==> src/hw/rtl/assert_macros.svh <==
// ----------------------------------------------------------------------------
// Assertion macros
// Concurrent assertion wrappers, clocked on clk and disabled while rst_n is
// low. They expand to nothing in synthesis.
// ----------------------------------------------------------------------------
`ifndef ASSERT_MACROS_SVH
`define ASSERT_MACROS_SVH
`ifndef SYNTHESIS
`define RH_ASSERT(lbl, prop, msg) \
  lbl: assert property (@(posedge clk) disable iff (!rst_n) prop) else $error(msg);
`define RH_NEVER(lbl, cond, msg) \
  lbl: assert property (@(posedge clk) disable iff (!rst_n) !(cond)) else $error(msg);
`else
`define RH_ASSERT(lbl, prop, msg)
`define RH_NEVER(lbl, cond, msg)
`endif
`endif

==> src/hw/rtl/rgbhsv_pkg.sv <==
// ----------------------------------------------------------------------------
// RGB to HSV package
// Fixed widths, hue sector codes and the sideband that travels beside the
// dividers.
// ----------------------------------------------------------------------------
`default_nettype none

package rgbhsv_pkg;

  // Hue is counted in 1/1536 of a turn: six sectors of 256 steps.
  localparam int HUE_W     = 11;
  localparam int HUE_FRAC  = 8;
  localparam int HUE_QW    = HUE_FRAC + 1;
  localparam logic [HUE_W-1:0] HUE_MAX = HUE_W'(6 << HUE_FRAC);

  // Quotient bits retired by each divider stage.
  localparam int DIV_STEPS = 2;

  typedef enum logic [1:0] {
    SECT_1 = 2'd0,
    SECT_3 = 2'd1,
    SECT_5 = 2'd2
  } sector_t;

  typedef struct packed {
    sector_t sector;
    logic    neg;
    logic    zero;
  } side_t;

  function automatic logic [HUE_W-1:0] sector_base(input sector_t sector);
    logic [HUE_W-1:0] base;
    unique case (sector)
      SECT_1:  base = HUE_W'(1 << HUE_FRAC);
      SECT_3:  base = HUE_W'(3 << HUE_FRAC);
      SECT_5:  base = HUE_W'(5 << HUE_FRAC);
      default: base = '0;
    endcase
    return base;
  endfunction

endpackage

`default_nettype wire

==> src/hw/rtl/rgbhsv_front.sv <==
// ----------------------------------------------------------------------------
// RGB to HSV front stage
// Finds the largest and smallest component, the span, the sector and the
// signed difference, and sets up the operands of both dividers.
// ----------------------------------------------------------------------------
`default_nettype none

module rgbhsv_front
  import rgbhsv_pkg::*;
#(
  parameter int COMPONENT_BITS = 8
) (
  input  wire logic                      clk,
  input  wire logic                      en,
  input  wire logic [COMPONENT_BITS-1:0] red,
  input  wire logic [COMPONENT_BITS-1:0] green,
  input  wire logic [COMPONENT_BITS-1:0] blue,
  input  wire logic [COMPONENT_BITS-1:0] alpha,
  output side_t                          side_o,
  output logic [COMPONENT_BITS-1:0]      hrem_o,
  output logic [HUE_QW-1:0]              hlq_o,
  output logic [COMPONENT_BITS-1:0]      hdiv_o,
  output logic [COMPONENT_BITS-1:0]      srem_o,
  output logic [COMPONENT_BITS-1:0]      slq_o,
  output logic [COMPONENT_BITS-1:0]      sdiv_o,
  output logic [COMPONENT_BITS-1:0]      alpha_o
);

  localparam int N = COMPONENT_BITS;

  logic [N-1:0] lo_rg, hi_rg, lo, hi, d, x, y, absf;
  logic         fge;
  sector_t      sector;
  side_t        side_nxt;

  side_t        side_r;
  logic [N-1:0] hrem_r, hdiv_r, srem_r, slq_r, sdiv_r, alpha_r;
  logic [HUE_QW-1:0] hlq_r;

  always_comb begin
    lo_rg = (red < green) ? red : green;
    lo    = (blue < lo_rg) ? blue : lo_rg;
    hi_rg = (red > green) ? red : green;
    hi    = (blue > hi_rg) ? blue : hi_rg;
    d     = hi - lo;

    // Red wins ties for smallest, then green.
    priority if (red == lo) begin
      x = green;
      y = blue;
      sector = SECT_3;
    end else if (green == lo) begin
      x = blue;
      y = red;
      sector = SECT_5;
    end else begin
      x = red;
      y = green;
      sector = SECT_1;
    end

    fge  = (x >= y);
    absf = fge ? (x - y) : (y - x);

    side_nxt.sector = sector;
    side_nxt.neg    = !fge;
    side_nxt.zero   = (hi == lo);
  end

  // The hue numerator is |f| * 256; its top N bits start the remainder.
  // The saturation numerator d * (2^N - 1) splits into (d - 1) above and
  // (2^N - d) below the binary point.
  always_ff @(posedge clk) begin
    if (en) begin
      side_r  <= side_nxt;
      hrem_r  <= {1'b0, absf[N-1:1]};
      hlq_r   <= {absf[0], {HUE_FRAC{1'b0}}};
      hdiv_r  <= d;
      srem_r  <= d - N'(1);
      slq_r   <= lo - hi;
      sdiv_r  <= hi;
      alpha_r <= alpha;
    end
  end

  assign side_o  = side_r;
  assign hrem_o  = hrem_r;
  assign hlq_o   = hlq_r;
  assign hdiv_o  = hdiv_r;
  assign srem_o  = srem_r;
  assign slq_o   = slq_r;
  assign sdiv_o  = sdiv_r;
  assign alpha_o = alpha_r;

endmodule

`default_nettype wire

==> src/hw/rtl/rgbhsv_div.sv <==
// ----------------------------------------------------------------------------
// RGB to HSV pipelined divider
// Restoring division spread over a chain of register stages, a fixed number
// of quotient bits per stage. The dividend's low bits and the quotient share
// one shift register.
// ----------------------------------------------------------------------------
`default_nettype none

module rgbhsv_div
  import rgbhsv_pkg::*;
#(
  parameter int DW     = 8,
  parameter int QW     = 8,
  parameter int STAGES = 5
) (
  input  wire logic              clk,
  input  wire logic [STAGES-1:0] en,
  input  wire logic [DW-1:0]     in_rem,
  input  wire logic [QW-1:0]     in_lq,
  input  wire logic [DW-1:0]     in_div,
  output logic [QW-1:0]          quo
);

  logic [DW-1:0] rem_src [STAGES];
  logic [QW-1:0] lq_src  [STAGES];
  logic [DW-1:0] dv_src  [STAGES];
  logic [DW-1:0] rem_res [STAGES];
  logic [QW-1:0] lq_res  [STAGES];

  logic [DW-1:0] rem_r [STAGES-1];
  logic [DW-1:0] dv_r  [STAGES-1];
  logic [QW-1:0] lq_r  [STAGES];

  // Steps numbered at or beyond the quotient width leave the operands as
  // they are, so short quotients simply ride through the later stages.
  function automatic logic [DW+QW-1:0] div_steps(
    input logic [DW-1:0] rem_i,
    input logic [QW-1:0] lq_i,
    input logic [DW-1:0] dv,
    input int            first
  );
    logic [DW:0]   t;
    logic [DW:0]   diff;
    logic          ge;
    logic [DW-1:0] rem;
    logic [QW-1:0] lq;
    rem  = rem_i;
    lq   = lq_i;
    t    = '0;
    diff = '0;
    ge   = 1'b0;
    for (int k = 0; k < DIV_STEPS; k++) begin
      if (first + k < QW) begin
        t    = {rem, lq[QW-1]};
        diff = t - {1'b0, dv};
        ge   = (t >= {1'b0, dv});
        rem  = ge ? diff[DW-1:0] : t[DW-1:0];
        lq   = {lq[QW-2:0], ge};
      end
    end
    return {rem, lq};
  endfunction

  always_comb begin
    rem_src[0] = in_rem;
    lq_src[0]  = in_lq;
    dv_src[0]  = in_div;
    for (int s = 1; s < STAGES; s++) begin
      rem_src[s] = rem_r[s-1];
      lq_src[s]  = lq_r[s-1];
      dv_src[s]  = dv_r[s-1];
    end
    for (int s = 0; s < STAGES; s++) begin
      {rem_res[s], lq_res[s]} = div_steps(rem_src[s], lq_src[s], dv_src[s],
                                          s * DIV_STEPS);
    end
  end

  always_ff @(posedge clk) begin
    for (int s = 0; s < STAGES; s++) begin
      if (en[s]) begin
        lq_r[s] <= lq_res[s];
      end
    end
    for (int s = 0; s < STAGES - 1; s++) begin
      if (en[s]) begin
        rem_r[s] <= rem_res[s];
        dv_r[s]  <= dv_src[s];
      end
    end
  end

  assign quo = lq_r[STAGES-1];

endmodule

`default_nettype wire

==> src/hw/rtl/rgbhsv_back.sv <==
// ----------------------------------------------------------------------------
// RGB to HSV output stage
// Subtracts the signed quotient from the sector base, clears hue and
// saturation for grey pixels and holds the result beat.
// ----------------------------------------------------------------------------
`default_nettype none

module rgbhsv_back
  import rgbhsv_pkg::*;
#(
  parameter int COMPONENT_BITS = 8
) (
  input  wire logic                      clk,
  input  wire logic                      en,
  input  wire side_t                     side_i,
  input  wire logic [HUE_QW-1:0]         hq_i,
  input  wire logic [COMPONENT_BITS-1:0] sq_i,
  input  wire logic [COMPONENT_BITS-1:0] bright_i,
  input  wire logic [COMPONENT_BITS-1:0] alpha_i,
  output logic [HUE_W-1:0]               hue_o,
  output logic [COMPONENT_BITS-1:0]      sat_o,
  output logic [COMPONENT_BITS-1:0]      bright_o,
  output logic [COMPONENT_BITS-1:0]      alpha_o
);

  logic [HUE_W-1:0]          base, qx, hue_nxt;
  logic [COMPONENT_BITS-1:0] sat_nxt;

  logic [HUE_W-1:0]          hue_r;
  logic [COMPONENT_BITS-1:0] sat_r, bright_r, alpha_r;

  always_comb begin
    base = sector_base(side_i.sector);
    qx   = HUE_W'(hq_i);
    // A negative difference truncates toward zero, so its quotient is added.
    priority if (side_i.zero) begin
      hue_nxt = '0;
    end else if (side_i.neg) begin
      hue_nxt = base + qx;
    end else begin
      hue_nxt = base - qx;
    end
    sat_nxt = side_i.zero ? '0 : sq_i;
  end

  always_ff @(posedge clk) begin
    if (en) begin
      hue_r    <= hue_nxt;
      sat_r    <= sat_nxt;
      bright_r <= bright_i;
      alpha_r  <= alpha_i;
    end
  end

  assign hue_o    = hue_r;
  assign sat_o    = sat_r;
  assign bright_o = bright_r;
  assign alpha_o  = alpha_r;

endmodule

`default_nettype wire

==> src/hw/rtl/rgb_to_hsv.sv <==
// ----------------------------------------------------------------------------
// RGB to HSV converter
// Streaming colour conversion: one pixel in and one HSV pixel out per beat.
// ----------------------------------------------------------------------------
// The converter accepts a pixel in every clock cycle unless an output stall
// has filled its stages, and passes it through one front stage, the two
// restoring dividers for hue and saturation running side by side at two
// quotient bits per stage, and an output register. Hue is in 1/1536 of a
// turn with pure red at 1536, and saturation is span times full scale over
// value, truncated. A stall on the output fills the empty stages first and
// only then stalls the input.
`default_nettype none
`include "assert_macros.svh"

module rgb_to_hsv
  import rgbhsv_pkg::*;
#(
  parameter int COMPONENT_BITS = 8
) (
  input  wire logic                      clk,
  input  wire logic                      rst_n,
  input  wire logic                      in_valid,
  output logic                           in_stall,
  input  wire logic [COMPONENT_BITS-1:0] in_red,
  input  wire logic [COMPONENT_BITS-1:0] in_green,
  input  wire logic [COMPONENT_BITS-1:0] in_blue,
  input  wire logic [COMPONENT_BITS-1:0] in_alpha_in,
  output logic                           out_valid,
  input  wire logic                      out_stall,
  output logic [HUE_W-1:0]               out_hue,
  output logic [COMPONENT_BITS-1:0]      out_saturation,
  output logic [COMPONENT_BITS-1:0]      out_brightness,
  output logic [COMPONENT_BITS-1:0]      out_alpha_out
);

  localparam int N    = COMPONENT_BITS;
  localparam int MAXQ = (N > HUE_QW) ? N : HUE_QW;
  localparam int DSTG = (MAXQ + DIV_STEPS - 1) / DIV_STEPS;
  localparam int NSTG = DSTG + 2;

  logic [NSTG-1:0] v_r, v_nxt, en;
  logic [NSTG:0]   rdy;

  side_t        f_side;
  logic [N-1:0] f_hrem, f_hdiv, f_srem, f_slq, f_sdiv, f_alpha;
  logic [HUE_QW-1:0] f_hlq;

  side_t        side_r   [DSTG];
  logic [N-1:0] bright_r [DSTG];
  logic [N-1:0] alpha_r  [DSTG];

  logic [HUE_QW-1:0] hue_q;
  logic [N-1:0]      sat_q;

  // A stage takes a new beat when it is empty or its successor moves on.
  always_comb begin
    rdy[NSTG] = !out_stall;
    for (int i = NSTG - 1; i >= 0; i--) begin
      rdy[i] = !v_r[i] || rdy[i+1];
    end
    en[0]    = rdy[0] && in_valid;
    v_nxt[0] = rdy[0] ? in_valid : v_r[0];
    for (int i = 1; i < NSTG; i++) begin
      en[i]    = rdy[i] && v_r[i-1];
      v_nxt[i] = rdy[i] ? v_r[i-1] : v_r[i];
    end
  end

  always_ff @(posedge clk) begin
    if (!rst_n) begin
      v_r <= '0;
    end else begin
      v_r <= v_nxt;
    end
  end

  rgbhsv_front #(
    .COMPONENT_BITS(N)
  ) u_front (
    .clk     (clk),
    .en      (en[0]),
    .red     (in_red),
    .green   (in_green),
    .blue    (in_blue),
    .alpha   (in_alpha_in),
    .side_o  (f_side),
    .hrem_o  (f_hrem),
    .hlq_o   (f_hlq),
    .hdiv_o  (f_hdiv),
    .srem_o  (f_srem),
    .slq_o   (f_slq),
    .sdiv_o  (f_sdiv),
    .alpha_o (f_alpha)
  );

  rgbhsv_div #(
    .DW     (N),
    .QW     (HUE_QW),
    .STAGES (DSTG)
  ) u_hue_div (
    .clk    (clk),
    .en     (en[DSTG:1]),
    .in_rem (f_hrem),
    .in_lq  (f_hlq),
    .in_div (f_hdiv),
    .quo    (hue_q)
  );

  rgbhsv_div #(
    .DW     (N),
    .QW     (N),
    .STAGES (DSTG)
  ) u_sat_div (
    .clk    (clk),
    .en     (en[DSTG:1]),
    .in_rem (f_srem),
    .in_lq  (f_slq),
    .in_div (f_sdiv),
    .quo    (sat_q)
  );

  // Sideband travels in step with the divider stages.
  always_ff @(posedge clk) begin
    if (en[1]) begin
      side_r[0]   <= f_side;
      bright_r[0] <= f_sdiv;
      alpha_r[0]  <= f_alpha;
    end
    for (int j = 1; j < DSTG; j++) begin
      if (en[j+1]) begin
        side_r[j]   <= side_r[j-1];
        bright_r[j] <= bright_r[j-1];
        alpha_r[j]  <= alpha_r[j-1];
      end
    end
  end

  rgbhsv_back #(
    .COMPONENT_BITS(N)
  ) u_back (
    .clk      (clk),
    .en       (en[NSTG-1]),
    .side_i   (side_r[DSTG-1]),
    .hq_i     (hue_q),
    .sq_i     (sat_q),
    .bright_i (bright_r[DSTG-1]),
    .alpha_i  (alpha_r[DSTG-1]),
    .hue_o    (out_hue),
    .sat_o    (out_saturation),
    .bright_o (out_brightness),
    .alpha_o  (out_alpha_out)
  );

  assign in_stall  = !rdy[0];
  assign out_valid = v_r[NSTG-1];

  `RH_ASSERT(a_stall_only_when_full, in_stall |-> (out_valid && out_stall), "input stalled while the output is free")
  `RH_ASSERT(a_hue_in_range, out_valid |-> (out_hue <= HUE_MAX), "hue beyond a full turn")
  `RH_ASSERT(a_black_is_grey, (out_valid && (out_brightness == '0)) |-> ((out_hue == '0) && (out_saturation == '0)), "black pixel with hue or saturation")

endmodule

`default_nettype wire

==> config.mk <==
export PLATFORM = sky130hd
export DESIGN_NAME = rgb_to_hsv
export DESIGN_NICKNAME = d
export VERILOG_FILES = /design/src/hw/rtl/rgbhsv_pkg.sv /design/src/hw/rtl/rgbhsv_front.sv /design/src/hw/rtl/rgbhsv_div.sv /design/src/hw/rtl/rgbhsv_back.sv /design/src/hw/rtl/rgb_to_hsv.sv
export VERILOG_INCLUDE_DIRS = /design/src /design/src/hw/rtl
export SDC_FILE = /design/constraint.sdc
export NUM_CORES = 1
export LEC_CHECK = 0
export ABC_AREA = 0
export ABC_CLOCK_PERIOD_IN_PS = 10900
export BUFFER_PORTS_ARGS = -buffer_cell sky130_fd_sc_hd__buf_2
export CAP_MARGIN = 25
export CORE_MARGIN = 3
export CORE_UTILIZATION = 40
export DETAILED_ROUTE_END_ITERATION = 12
export SYNTH_ARGS = -nofsm -noshare
export SYNTH_HDL_FRONTEND = slang
export SYNTH_HIERARCHICAL = 1
export SYNTH_SLANG_ARGS = --single-unit
==> constraint.sdc <==
create_clock -name clk -period 10.9 [get_ports clk]
set_input_delay 1.09 -clock clk [delete_from_list [all_inputs] [get_ports clk]]
set_output_delay 1.09 -clock clk [all_outputs]
set_load 0.1 [all_outputs]
# [Word level (Yosys, flattened, before mapping)]
# Memories as Yosys holds them, arrays and structs flattened. A register that Yosys moved wholly into a read port is not among the register bits.
# Cells that the tools add are included.
[word_totals] ff_bits=70 latchBits=0 ram_bits=313 mem_bits_ro=0 in_bits=36 output_inout_bits=37 word_cells=140 mem_count=9
[classes] add_sub_neg=23 mul=0 n_div=0 n_lt_le_gt_ge=22 eq_ne=5 shift=0 muxes=38 bitwise=0 reduce_logical=25
[mem_list] memory="u_hue_div.lq_r" depth=5 width=9 read_ports=5 rd_ports_with_merged_regs=0 write_ports=5 line_no="rgbhsv_div.sv:32" rtl="logic [QW-1:0] lq_r [STAGES];"
[mem_list] memory="alpha_r" depth=5 width=8 read_ports=5 rd_ports_with_merged_regs=1 write_ports=5 line_no="rgb_to_hsv.sv:50" rtl="logic [N-1:0] alpha_r [DSTG];"
[mem_list] memory="bright_r" depth=5 width=8 read_ports=5 rd_ports_with_merged_regs=1 write_ports=5 line_no="rgb_to_hsv.sv:49" rtl="logic [N-1:0] bright_r [DSTG];"
[mem_list] memory="u_sat_div.lq_r" depth=5 width=8 read_ports=5 rd_ports_with_merged_regs=1 write_ports=5 line_no="rgbhsv_div.sv:32"
[mem_list] memory="u_hue_div.dv_r" depth=4 width=8 read_ports=4 rd_ports_with_merged_regs=0 write_ports=4 line_no="rgbhsv_div.sv:31" rtl="logic [DW-1:0] dv_r [STAGES-1];"
[mem_list] memory="u_hue_div.rem_r" depth=4 width=8 read_ports=4 rd_ports_with_merged_regs=0 write_ports=4 line_no="rgbhsv_div.sv:30" rtl="logic [DW-1:0] rem_r [STAGES-1];"
[mem_list] memory="3 more memories"
[ops] cell="8-bit 2-to-1 mux" count=25
[ops] cell="8-bit subtractor" count=20
[ops] cell="9-bit by 8-bit greater-or-equal comparator with 1-bit output" count=16
[ops] cell="11-bit one-hot mux with 3 select lines" count=1
[ops] cell="8-bit equality test" count=3
[ops] cell="8-bit greater-or-equal comparator" count=2
[ops] cell="8-bit greater-than comparator" count=2
[ops] cell="8-bit < comparator" count=2
[ops] cell="11-bit by 9-bit adder with 11-bit output" count=1
[ops] cell="11-bit 2-to-1 mux" count=1
[ops] cell="11-bit by 9-bit subtractor with 11-bit output" count=1
[ops] cell="1-bit logical NOT" count=10
[ops] cell="1-bit 2-to-1 mux" count=10
[ops] cell="8-bit by 1-bit subtractor with 8-bit output, second input constant" count=1
[ops] cell="1-bit logical AND" count=7
[ops] cell="1-bit logical OR" count=7
[ops] cell="2-bit by 1-bit equality test with 1-bit output, second input constant" count=1
[ops] cell="2-bit equality test, second input constant" count=1
[ops] cell="2-bit logical NOT" count=1
[ops] cell="2-bit 2-to-1 mux" count=1

# [Depth between registers and ports, before layout]
[logic_depth] word_depth=10 ltp_mapped=36 ltp_nobuf=30

# [Cells and area by module]
# Netlist, hierarchy kept.
[modules_own_cells] module="rgbhsv_div at u_hue_div" instances=1 cells_each=618 area_each_um2=7173.1
[modules_own_cells] module="rgbhsv_div at u_sat_div" instances=1 cells_each=521 area_each_um2=5930.7
[modules_own_cells] module="rgbhsv_front" instances=1 cells_each=485 area_each_um2=4902.2
[modules_own_cells] module="rgb_to_hsv" instances=1 cells_each=133 area_each_um2=3324.4
[modules_own_cells] module="rgbhsv_back" instances=1 cells_each=93 area_each_um2=1422.6

# [Worst setup path after synthesis]
# OpenSTA, ideal clock, no wires.
[synth_timing] path_kind="input to register" start="input port in_green[6]" end="register u_front.hrem_r[6] (netlist: u_front/hrem_o[6]), data pin" t_arrival_ps=7332 setup_slack_ps=3310 cell_stages=34 path_buffers=5 path_cell_list="clkbuf_1 -> inv_1 -> ha_1 -> a21oi_1 -> a21boi_0 -> nor2_1 -> nand2_1 -> buf_2 -> mux2i_1 -> ha_1 -> nand4_1 -> a211oi_2 -> nor2_1 -> nand2_1 -> and3_4 -> buf_6 -> mux2_4 -> a221oi_4 -> nand4_4 -> buf_4 -> mux2i_1 -> ha_1 -> inv_1 -> fa_1 -> a21oi_1 -> o211ai_1 -> a221o_1 -> buf_1 -> mux2i_1 -> nand2_1 -> nor3b_1 -> o31ai_1 -> a21oi_1 -> xnor2_1"
[synth_via] elab_chain_len=9 elab_cells_between_ends=14 cone_classes="add/sub (2); order compare (3); eq/ne (2); mux (7)"
[synth_lines] item="start, declared" line_no="rgb_to_hsv.sv:25" rtl="input wire logic [COMPONENT_BITS-1:0] in_green,"
[synth_lines] item="8-bit < comparator" line_no="rgbhsv_front.sv:41" rtl="lo_rg = (red < green) ? red : green;"
[synth_lines] item="8-bit 2-to-1 mux" line_no="rgbhsv_front.sv:41"
[synth_lines] item="8-bit < comparator" line_no="rgbhsv_front.sv:42" rtl="lo = (blue < lo_rg) ? blue : lo_rg;"
[synth_lines] item="8-bit 2-to-1 mux" line_no="rgbhsv_front.sv:42"
[synth_lines] item="8-bit equality test" line_no="rgbhsv_front.sv:52" rtl="end else if (green == lo) begin"
[synth_lines] item="8-bit 2-to-1 mux" line_no="rgbhsv_front.sv:52"
[synth_lines] item="8-bit 2-to-1 mux" line_no="rgbhsv_front.sv:48" rtl="priority if (red == lo) begin"
[synth_lines] item="8-bit subtractor or 8-bit greater-or-equal comparator (tied branches)" line_no="rgbhsv_front.sv:63, rgbhsv_front.sv:62"
[synth_lines] item="8-bit 2-to-1 mux (*)" line_no="rgbhsv_front.sv:63" rtl="absf = fge ? (x - y) : (y - x);"
[synth_lines] item="net u_front.absf[7]" line_no="rgbhsv_front.sv:31" rtl="logic [N-1:0] lo_rg, hi_rg, lo, hi, d, x, y, absf;"
[synth_lines] item="end signal, assigned" line_no="rgbhsv_front.sv:76" rtl="hrem_r <= {1'b0, absf[N-1:1]};"
[synth_lines] item="end, declared" line_no="rgbhsv_front.sv:37" rtl="logic [N-1:0] hrem_r, hdiv_r, srem_r, slq_r, sdiv_r, alpha_r;"
# The timed path passes the listed nets; every way through them passes the cells marked *.
# A chain may end at the register's enable or synchronous reset.

# [Final worst setup path]
[layout_timing] start="input port in_green[1]" end="register u_front.hrem_r[6] (netlist: u_front/hrem_o[6]), data pin"
# The elaborated chain is that of the path after synthesis.

==> flow_summary.html <==
<table>
<tr><th>Metric</th><th>Value</th></tr>
<tr><th colspan="2">Outcome</th></tr>
<tr><td>Status</td><td>finished clean</td></tr>
<tr><th colspan="2">Critical path</th></tr>
<tr><td>Data arrival time of the critical path</td><td>8.99 ns</td></tr>
<tr><td>Family with the most delay on the worst path</td><td>simple AND/OR/NAND/NOR gates</td></tr>
<tr><td>Largest stage delay on the critical path</td><td>0.92 ns</td></tr>
<tr><td>Sort of element at the start of the critical path</td><td>primary input</td></tr>
<tr><td>Minimum setup slack among reg-to-reg paths</td><td>6.11 ns</td></tr>
<tr><td>Crit Path Max Fanout</td><td>21</td></tr>
<tr><td>Depth of the worst register-to-register path</td><td>13</td></tr>
<tr><td>Category of the worst setup path capture point</td><td>register</td></tr>
<tr><td>R2r startpoint</td><td>u_hue_div/dv_r[1][1]</td></tr>
<tr><td>Max stage delay cell, worst path</td><td>sky130_fd_sc_hd__nor4_4</td></tr>
<tr><td>Crit Reg-Reg Endpoint</td><td>u_hue_div/rem_r[2][3]</td></tr>
<tr><td>Worst setup path class</td><td>in2reg</td></tr>
<tr><td>Critical Path RT</td><td>11.18 ns</td></tr>
<tr><td>CP Buf/Inv Count</td><td>3</td></tr>
<tr><th colspan="2">Min path</th></tr>
<tr><td>Worst hold path type</td><td>reg2reg</td></tr>
<tr><td>Endpoint, Worst Hold</td><td>alpha_r[0][11]</td></tr>
<tr><td>Source of the worst hold timing path</td><td>alpha_r[0][3]</td></tr>
<tr><td>Worst hold path cell count</td><td>0</td></tr>
<tr><th colspan="2">STA</th></tr>
<tr><td>Post-layout min period</td><td>8.71 ns</td></tr>
<tr><td>Final worst path period share</td><td>79.9%</td></tr>
<tr><td>Final setup violation count</td><td>0</td></tr>
<tr><td>Slew of the pin with the lowest slew margin</td><td>1.00 ns</td></tr>
<tr><td>Max frequency</td><td>115 MHz</td></tr>
<tr><td>Total negative setup slack</td><td>0 ns</td></tr>
<tr><td>Total count of hold-check failures in the final report</td><td>0</td></tr>
<tr><td>Final clock skew</td><td>0.0151 ns</td></tr>
<tr><td>RSZ-0062 raised after global routing</td><td>no</td></tr>
<tr><td>Relative slew slack</td><td>32.8%</td></tr>
<tr><td>Total count of max-transition violations in the final report</td><td>0</td></tr>
<tr><th colspan="2">Yosys</th></tr>
<tr><td>Synthesized flop and latch total</td><td>390</td></tr>
<tr><td>Post-synthesis cell area</td><td>0.0228 sq mm</td></tr>
<tr><td>Post-synth ARST share</td><td>0%</td></tr>
<tr><td>Number of library cell types mapped by synthesis</td><td>98</td></tr>
<tr><td>Dominant register cell in the synthesized netlist</td><td>sky130_fd_sc_hd__edfxtp_1</td></tr>
<tr><td>Average size of a mapped cell</td><td>12.3 sq um</td></tr>
<tr><td>Ys Warns</td><td>6</td></tr>
<tr><td>Number of standard cells after synthesis</td><td>1850</td></tr>
<tr><td>Sequential share of the synthesized area</td><td>51.2%</td></tr>
<tr><td>Post-synth EDFFs</td><td>383</td></tr>
<tr><th colspan="2">Cells and area</th></tr>
<tr><td>Leading cell type in the layout, fill and taps excluded</td><td>sky130_fd_sc_hd__edfxtp_1</td></tr>
<tr><td>Filler cell count</td><td>5108</td></tr>
<tr><td>Post-route core utilization</td><td>45.2%</td></tr>
<tr><td>Final net count</td><td>2171</td></tr>
<tr><td>Commonest cells after routing, fill and taps aside</td><td>sky130_fd_sc_hd__edfxtp_1 (383), sky130_fd_sc_hd__ha_1 (191), sky130_fd_sc_hd__inv_1 (184)</td></tr>
<tr><td>Share of final-layout standard cells stronger than drive strength 1</td><td>14.7%</td></tr>
<tr><td>Post-route cell area</td><td>0.0252 sq mm</td></tr>
<tr><td>Area growth syn-to-layout</td><td>10.6%</td></tr>
<tr><th colspan="2">Power</th></tr>
<tr><td>P_sw</td><td>2.44 mW</td></tr>
<tr><td>Tot Pwr</td><td>6.81 mW</td></tr>
<tr><td>Fraction of power spent switching nets</td><td>35.9%</td></tr>
<tr><td>Proportion of power drawn by flip-flops and latches</td><td>30.7%</td></tr>
<tr><td>Internal Dissipation</td><td>4.37 mW</td></tr>
<tr><td>Relative contribution of the clock network to total power</td><td>19.5%</td></tr>
<tr><td>Gate power share</td><td>49.7%</td></tr>
<tr><td>Static leakage power</td><td>9.85 nW</td></tr>
<tr><td>VDD IR-drop max</td><td>0.000161 V</td></tr>
<tr><td>Pwr/cell area</td><td>271 mW/mm^2</td></tr>
<tr><th colspan="2">Clocking</th></tr>
<tr><td>Inserted Clock Buffers</td><td>41</td></tr>
<tr><td>Post-cts repair resize count</td><td>0</td></tr>
<tr><td>Buffers from clock root to sink, at most</td><td>3</td></tr>
<tr><td>CTS sink cnt</td><td>390</td></tr>
<tr><td>Insertion delay of the later-clocked pin in the worst-skew pair</td><td>0.54 ns</td></tr>
<tr><td>Number of post-CTS setup repair buffers</td><td>0</td></tr>
<tr><td>Clock slew seen by the registers of the worst setup and hold paths</td><td>0.06 ns</td></tr>
<tr><td>Count of hold buffers inserted by post-cts repair</td><td>0</td></tr>
<tr><td>Clock tree from TritonCTS</td><td>done</td></tr>
<tr><td>Root Driver</td><td>sky130_fd_sc_hd__clkbuf_16</td></tr>
<tr><td>CTS H-tree depth</td><td>2</td></tr>
<tr><th colspan="2">Floorplan</th></tr>
<tr><td>Die area</td><td>0.0598 sq mm</td></tr>
<tr><td>Die Width</td><td>245 microns</td></tr>
<tr><td>Number of primary I/O pins</td><td>73</td></tr>
<tr><td>Placeable Area</td><td>0.0557 sq mm</td></tr>
<tr><td>Initial Util</td><td>40.8%</td></tr>
<tr><td>Height of the die</td><td>245 microns</td></tr>
<tr><td># rows</td><td>86</td></tr>
<tr><th colspan="2">Place</th></tr>
<tr><td>Cell area after placement</td><td>0.0239 sq mm</td></tr>
<tr><td>Number of port buffers</td><td>72</td></tr>
<tr><td>Routability congestion estimate from global placement</td><td>0.863</td></tr>
<tr><td>HPWL after detailed placement</td><td>34600 microns</td></tr>
<tr><th colspan="2">Route</th></tr>
<tr><td>WL final</td><td>46000 microns</td></tr>
<tr><td>TritonRoute pass-1 iters</td><td>5</td></tr>
<tr><td>Count of routing violations after the opening detailed-route iteration</td><td>792</td></tr>
<tr><td>Number of design rule violations left after detail routing</td><td>0</td></tr>
<tr><td>Count of nets left with antenna violations after detail routing</td><td>0</td></tr>
<tr><td>Average routed wire per standard cell</td><td>17.0 microns</td></tr>
<tr><td>Via count of the routed design</td><td>14100</td></tr>
<tr><td>Routed via count divided by cell count</td><td>5.20</td></tr>
<tr><th colspan="2">Run</th></tr>
<tr><td>Max Cap Violations</td><td>0</td></tr>
<tr><th colspan="2">GRT</th></tr>
<tr><td>Congestion Overflow GR</td><td>0</td></tr>
<tr><td>Antenna violations before repair</td><td>1</td></tr>
<tr><td>Global-route wire length before repair</td><td>74800 microns</td></tr>
<tr><td>Number of global-route vias before repair</td><td>14200</td></tr>
<tr><td>Global routing usage summed across all routing layers</td><td>15.4%</td></tr>
<tr><td>Maximum number of pins on one net before global-route repair</td><td>70</td></tr>
</table>
==> power groups by stage <==
stage	Sequential [mW]	Clock (mW)	Combinational, mW
2_1_floorplan	2.08	0	2.71
3_3_place_gp	2.13	0	3.29
3_5_place_dp	2.13	0	3.36
4_1_cts	2.10	1.38	3.39
5_1_grt	2.11	1.44	3.78
6_report	2.09	1.33	3.39
==> state kept, by name, summed over array words and instances (netlist names), 8 cells and up <==
register and cells:
u_hue_div/rem_r 32, u_back/hue_o 11, u_front/slq_o 8, u_back/sat_o 8
u_sat_div/dv_r 24, u_back/alpha_o 8, u_hue_div/dv_r 32, side_r 20
u_sat_div/lq_r 40, u_front/sdiv_o 8, u_front/alpha_o 8, u_sat_div/rem_r 24
alpha_r 40, u_front/srem_o 8, bright_r 40, u_back/bright_o 8
u_hue_div/lq_r 45
==> metal layers <==
metal	global-route usage, %	up-vias	part of all wire [%]
met5	0	-	0
met4	4.79	0	2.6
met3	2.19	71	3.7
met2	25.6	270	47
met1	20.9	6733	47
li1	-	7008	-
==> layout make-up <==
type | count | area [sq um] | share of cell area, %
diodes | 2 | 5.00 | 0.0199
clock buffers | 49 | 1100 | 4.36
clock inverters | 26 | 206 | 0.820
inverters | 184 | 691 | 2.74
multi-input cells | 1226 | 10100 | 40.3
flip-flops and latches | 390 | 11600 | 46.2
well taps | 748 | 936 | 3.72
repair buffers | 81 | 448 | 1.78
==> how the worst max path moves through the flow <==
stage	from	endpoint	slack, ns	depth (start not counted)
floorplan	in_green[6]	u_front/hrem_o[6]	3.31	34
global placement	in_green[1]	u_front/hrem_o[6]	1.85	30
detailed placement	in_green[1]	u_front/hrem_o[6]	1.74	30
CTS	in_green[1]	u_front/hrem_o[6]	2.30	30
global route	in_green[1]	u_front/hrem_o[6]	1.66	30
finish	in_green[1]	u_front/hrem_o[6]	2.19	30
==> through the flow <==
stage | cells | hold WS, ns | setup WS (ns)
2_1_floorplan | 1858 | 0.400 | 3.31
3_3_place_gp | 2628 | 0.400 | 1.85
3_5_place_dp | 2629 | 0.405 | 1.74
4_1_cts | 2704 | 0.417 | 2.30
5_1_grt | 2704 | 0.417 | 1.66
6_report | 2706 | 0.413 | 2.19
==> cell families (layout without fill, tap and decap cells) <==
family,count (synthesis),in the layout,synth area share [%]
AO/OA/AOI/OAI,420,420,12.7
multiplexers,145,145,7.07
AND/OR/NAND/NOR,340,340,8.21
buffers and inverters,242,340,4.61
other,1,11,0.0165
adder cells (fa/ha/maj),211,211,12.3
XOR/XNOR,101,101,3.95
flip-flops,390,390,51.2
==> cell usage after synthesis (36+ instances only) <==
cell type / number / area share [%]
sky130_fd_sc_hd__nand2_1: 68 / 1.1
sky130_fd_sc_hd__ha_1: 191 / 11
sky130_fd_sc_hd__a21o_1: 43 / 1.4
sky130_fd_sc_hd__a21oi_1: 107 / 2.4
sky130_fd_sc_hd__nor2b_1: 40 / 1.1
sky130_fd_sc_hd__o21ai_0: 79 / 1.7
sky130_fd_sc_hd__mux2i_1: 48 / 2.1
sky130_fd_sc_hd__edfxtp_1: 383 / 51
sky130_fd_sc_hd__xnor2_1: 73 / 2.8
sky130_fd_sc_hd__inv_1: 184 / 3.0
sky130_fd_sc_hd__mux2_2: 79 / 3.9
sky130_fd_sc_hd__nor2_1: 80 / 1.3
sky130_fd_sc_hd__o21a_1: 36 / 1.2
Note: power is estimated with default switching activity, not from simulation.
